### src/sv/cht_pkg.sv
// Package of shared types and codes for the chained hash table engine.
package cht_pkg;
   localparam int IN_WORDS = 4;
   localparam logic [1:0] CMD_INSERT = 2'd0;
   localparam logic [1:0] CMD_LOOKUP = 2'd1;
   localparam logic [1:0] CMD_REMOVE = 2'd2;
   localparam logic [1:0] CMD_UNUSED = 2'd3;
   localparam logic [1:0] ST_DONE = 2'd0;
   localparam logic [1:0] ST_FULL = 2'd1;
   localparam logic [1:0] ST_MISS = 2'd2;

   // Operation the controller asks of the datapath in a cycle
   typedef enum logic [3:0] {
      OP_NONE,
      OP_CAPTURE,
      OP_INIT_WR,
      OP_INS_RD,
      OP_INS_WR,
      OP_HEAD_RD,
      OP_ENT_RD,
      OP_CHECK,
      OP_UNLINK,
      OP_FREE_PUSH
   } op_type;

   typedef struct packed {
      op_type op;
   } ctl_type;

   typedef struct packed {
      logic init_last;
      logic is_insert;
      logic is_walk;
      logic pool_empty;
      logic cur_nil;
      logic match;
      logic step_limit;
   } stat_type;
endpackage

### src/sv/cht_ctrl.sv
// Controller state machine for the chained hash table engine.
module cht_ctrl (
   input  logic              clock,
   input  logic              reset,
   input  logic              req_valid,
   output logic              req_ready,
   output logic              rsp_valid,
   input  logic              rsp_ready,
   input  cht_pkg::stat_type stat,
   output cht_pkg::ctl_type  ctl,
   output logic [1:0]        sts_code
);
   typedef enum logic [3:0] {
      S_INIT, S_IDLE, S_DECODE, S_INS_RD, S_INS_WR, S_HEAD, S_ENT, S_CHECK,
      S_UNLINK, S_FREE, S_RESP
   } state_type;

   state_type state_ff, state_in;
   logic [1:0] sts_ff, sts_in;

   assign req_ready = (state_ff == S_IDLE);
   assign rsp_valid = (state_ff == S_RESP);
   assign sts_code  = sts_ff;

   // Next state and command
   always_comb begin
      state_in = state_ff;
      sts_in = sts_ff;
      ctl.op = cht_pkg::OP_NONE;
      case (state_ff)
         S_INIT: begin
            ctl.op = cht_pkg::OP_INIT_WR;
            if (stat.init_last) state_in = S_IDLE;
         end
         S_IDLE: begin
            if (req_valid) begin
               ctl.op = cht_pkg::OP_CAPTURE;
               state_in = S_DECODE;
            end
         end
         S_DECODE: begin
            if (stat.is_insert) begin
               if (stat.pool_empty) begin
                  sts_in = cht_pkg::ST_FULL;
                  state_in = S_RESP;
               end else begin
                  ctl.op = cht_pkg::OP_INS_RD;
                  state_in = S_INS_RD;
               end
            end else if (stat.is_walk) begin
               ctl.op = cht_pkg::OP_HEAD_RD;
               state_in = S_HEAD;
            end else begin
               sts_in = cht_pkg::ST_MISS;
               state_in = S_RESP;
            end
         end
         S_INS_RD: state_in = S_INS_WR;
         S_INS_WR: begin
            ctl.op = cht_pkg::OP_INS_WR;
            sts_in = cht_pkg::ST_DONE;
            state_in = S_RESP;
         end
         S_HEAD: begin
            if (stat.cur_nil) begin
               sts_in = cht_pkg::ST_MISS;
               state_in = S_RESP;
            end else begin
               ctl.op = cht_pkg::OP_ENT_RD;
               state_in = S_ENT;
            end
         end
         S_ENT: state_in = S_CHECK;
         S_CHECK: begin
            ctl.op = cht_pkg::OP_CHECK;
            if (stat.match) begin
               sts_in = cht_pkg::ST_DONE;
               state_in = S_UNLINK;
            end else begin
               if (stat.step_limit) begin
                  sts_in = cht_pkg::ST_MISS;
                  state_in = S_RESP;
               end else state_in = S_HEAD;
            end
         end
         S_UNLINK: begin
            ctl.op = cht_pkg::OP_UNLINK;
            state_in = S_FREE;
         end
         S_FREE: begin
            ctl.op = cht_pkg::OP_FREE_PUSH;
            state_in = S_RESP;
         end
         S_RESP: if (rsp_ready) state_in = S_IDLE;
         default: state_in = S_IDLE;
      endcase
   end

   always_ff @(posedge clock) begin
      if (reset) begin
         state_ff <= S_INIT;
         sts_ff <= cht_pkg::ST_DONE;
      end else begin
         state_ff <= state_in;
         sts_ff <= sts_in;
      end
   end
endmodule

### config.mk
export PLATFORM = sky130hd
export DESIGN_NAME = cht_ctrl
export DESIGN_NICKNAME = d
export VERILOG_FILES = /design/src/sv/cht_pkg.sv /design/src/sv/cht_ctrl.sv
export SDC_FILE = /design/constraint.sdc
export NUM_CORES = 1
export LEC_CHECK = 0
export ABC_AREA = 1
export BUFFER_PORTS_ARGS = -buffer_cell sky130_fd_sc_hd__buf_2
export CORE_AREA = 5 5 42 44
export DETAILED_ROUTE_END_ITERATION = 6
export DIE_AREA = 0 0 47 49
export PLACE_DENSITY = 0.68
export SYNTH_ARGS = -nofsm -noshare
export SYNTH_HDL_FRONTEND = slang
export SYNTH_SLANG_ARGS = --single-unit
### constraint.sdc
create_clock -name clock -period 2.6 [get_ports clock]
set_clock_uncertainty 0.2 [all_clocks]
set_input_delay 0.65 -clock clock [delete_from_list [all_inputs] [get_ports clock]]
set_output_delay 0.65 -clock clock [all_outputs]
set_load 0.1 [all_outputs]
==> summary.txt <==
Status
  – Outcome: completed

Place
  – Detailed Place HPWL: 1310 um
  – Buffers on Ports: 18
  – GP Congestion: 0.912
  – Cells after DPL: 137
  – Placed Area: 763 um2
  – Worst slack, placed: 0.169 ns

GRT
  – First-pass GRT wire length: 2500 um
  – GR Util All Layers: 14.9%
  – Gr ovfl total: 0
  – Pin count of the biggest net entering global routing: 9
  – Initial antenna violation count: 0
  – GR peak layer: met2
  – GRT met3 Usage: 1.11%
  – Grt met2 use: 21.9%
  – Met1 usage: about 20%
  – Vias in the first global route: 619

Clocking
  – CTS Sinks: 6
  – H-tree depth: 1
  – Root Buffer: clkbuf_4
  – CTS clk-pin slew, worst paths: 0.04 ns
  – Maximum root-to-sink buffer count: 2
  – Cts-stage hold buffer count: 0
  – CTS tree: built
  – Num CTS Buffers: 3
  – Clock Latency Late Sink: 0.24 ns

Power
  – Sequential power share: 14.2%
  – Power Total: around 1.2 mW
  – Internal power: 444 uW
  – Sw frac: 61.5%
  – Sw power: 710 uW
  – LEAKAGE: 0.407 nW
  – Pwr dens: 1460 nW/um2
  – VDD IR max: ~0.84 mV
  – Share of total power in the clock network: 7.1%
  – Comb pwr share: 78.7%

Route
  – Post-route ant nets: 0
  – Via density: between 5 and 6
  – Routed WL: 1540 um
  – Routed via count: 713
  – Wire length per cell: 11.0 um
  – DRC errors left: 0
  – First-pass DRT Iterations: 4
  – Initial drt markers: 36

Synthesis
  – Synth top area cells: dfxtp_1 22%, nand2_1 16%, nor2_1 13%, nand3_1 12%, inv_1 8.1%
  – Register area share after synthesis: 21.6%
  – Mapped Area: 556 um2
  – Yosys warns: 0
  – Yosys top cell by area: dfxtp_1
  – Count of different cell masters after synthesis: 17
  – Syn nets: between 100 and 150
  – Post-synth top area share: between 20 and 25%
  – #FFs+latches synth: 6
  – Mean post-synth cell area: 5.50 um2
  – Cells after Synth: 101

Final layout
  – Fillers: 149
  – Cell area after layout: approximately 790 um2
  – Share of layout cells above drive strength 1: 32.3%
  – Area Overhead vs Synth: 42.1%
  – Post-route insts no fill: 140
  – Antenna cells: 0
  – Layout Nets: 137
  – Fin util: between 50% and 60%

STA
  – Setup violations, final: 0
  – Fin. max-slew vios: 0
  – Final hold viol count: 0
  – Final Cycle Share: a little over nine tenths
  – Hold_ws: 0.284 ns
  – Worst-margin pin slew: a little under 0.5 ns
  – RSZ-0062 raised after global routing: false
  – Worst slew margin: 67.6%
  – Period minus WS final: 2.43 ns
  – Fin Setup TNS: 0 ns
  – Worst setup margin: 0.165 ns
  – Max Fclk: 411 MHz

Floorplanning
  – Die ar.: 2300 um2
  – Initial Util: 39.6%
  – Core Area: 1400 um2
  – DIE WIDTH: 47 um
  – Core Rows: 14
  – Die Y-Extent: between 40 and 50 um
  – I/O pin count: 19

Flow run
  – Max cap viols: 0

Setup path
  – Critical Path AT: 1.58 ns
  – Required @ worst endpoint: around 1.8 ns
  – Critical path startpoint category: primary input
  – Critical Path End Type: output port
  – Largest stage delay on the critical path: a little over 0.3 ns
  – Cell Chain, Critical Path: buf_2, inv_1, or2_2, nand2_1, nand2_2, o2111ai_2, buf_12
  – Critical path fanouts, max: 5
  – Worst path slowest cell: or2_2
  – Crit path kind: in -> out

Worst hold path
  – Hold Path Class: reg -> reg
==> cell usage after synthesis <==
cell,count
nor2_4,1
or2_2,1
nand4_1,2
o21ai_0,6
nor2_1,19
nor2_2,3
nand3b_1,1
inv_1,12
nor3_1,2
nand2_2,3
a21oi_1,4
nand3_1,13
o2111ai_1,2
dfxtp_1,6
nand2_1,24
buf_4,1
inv_2,1
==> state kept, by name (all words and copies together), names as in the netlist <==
signal / cells
state_ff: 4
sts_code: 2
==> cell type report <==
cell class                 count  area [um2]  share of cell area, %
inverter                      13        48.8                   6.18
timing repair buffer          21         158                   20.0
multi-input combinational     81         419                   53.1
sequential                     6         121                   15.4
clock buffer                   3        22.5                   2.85
tap                           16        20.0                   2.54
==> what timing repair did <==
item,4_1_cts,5_1_grt
resized for setup,0,2
endpoints found under the hold margin,0,0
setup buffers,0,0
endpoints found under the setup margin,0,1
==> path summary, 6_finish.rpt <==
path                     from  slack [ns]     endpoint  cells past startpoint
setup / recovery      stat[5]        0.17       ctl[0]                      7
hold reg to reg   sts_code[1]        0.28  sts_code[1]                      2
setup reg to reg  state_ff[3]        1.07  state_ff[3]                      8
hold / removal    sts_code[1]        0.28  sts_code[1]                      2
==> power by group through the flow <==
stage               clock, mW  sequential, mW  combinational [mW]
floorplan                   0           0.231               0.610
CTS                    0.0884           0.160               0.907
global route           0.0928           0.169               0.962
global placement            0           0.162               0.903
finish                 0.0817           0.164               0.908
detailed placement          0           0.162               0.906
==> critical path, delay by kind of cell <==
| kind | cells | cell delay, ns |
|---|---|---|
| buffers and inverters | 3 | 0.34 |
| AOI/OAI and AO/OA | 1 | 0.11 |
| and+or+nand+nor | 3 | 0.49 |
==> routing by layer <==
metal  part of all wire [%]  wire length, um  up-vias
met5                      0                0        -
li1                       -                -      375
met4                    2.7               42        0
met3                    7.6              118        5
met2                     48              745       37
met1                     41              636      296
==> cell families after synthesis <==
kind of cell / after synthesis / synth area share (%)
flip-flops: 6 / 21.6
AND/OR/NAND/NOR: 69 / 56.1
buffers and inverters: 14 / 10.1
AO/OA/AOI/OAI: 12 / 12.2
==> cell usage in the layout (no fill, tap or decap), types with 3 or more instances in the layout <==
master,n
buf_12,3
buf_2,15
nand2_1,24
o21ai_0,5
inv_1,12
a21oi_1,4
dfxtp_1,5
nand3_1,13
clkbuf_4,3
nor2_1,16
buf_4,3
nand2_2,3
nor2_2,5
No activity file was read; power rests on OpenSTA's default activity.
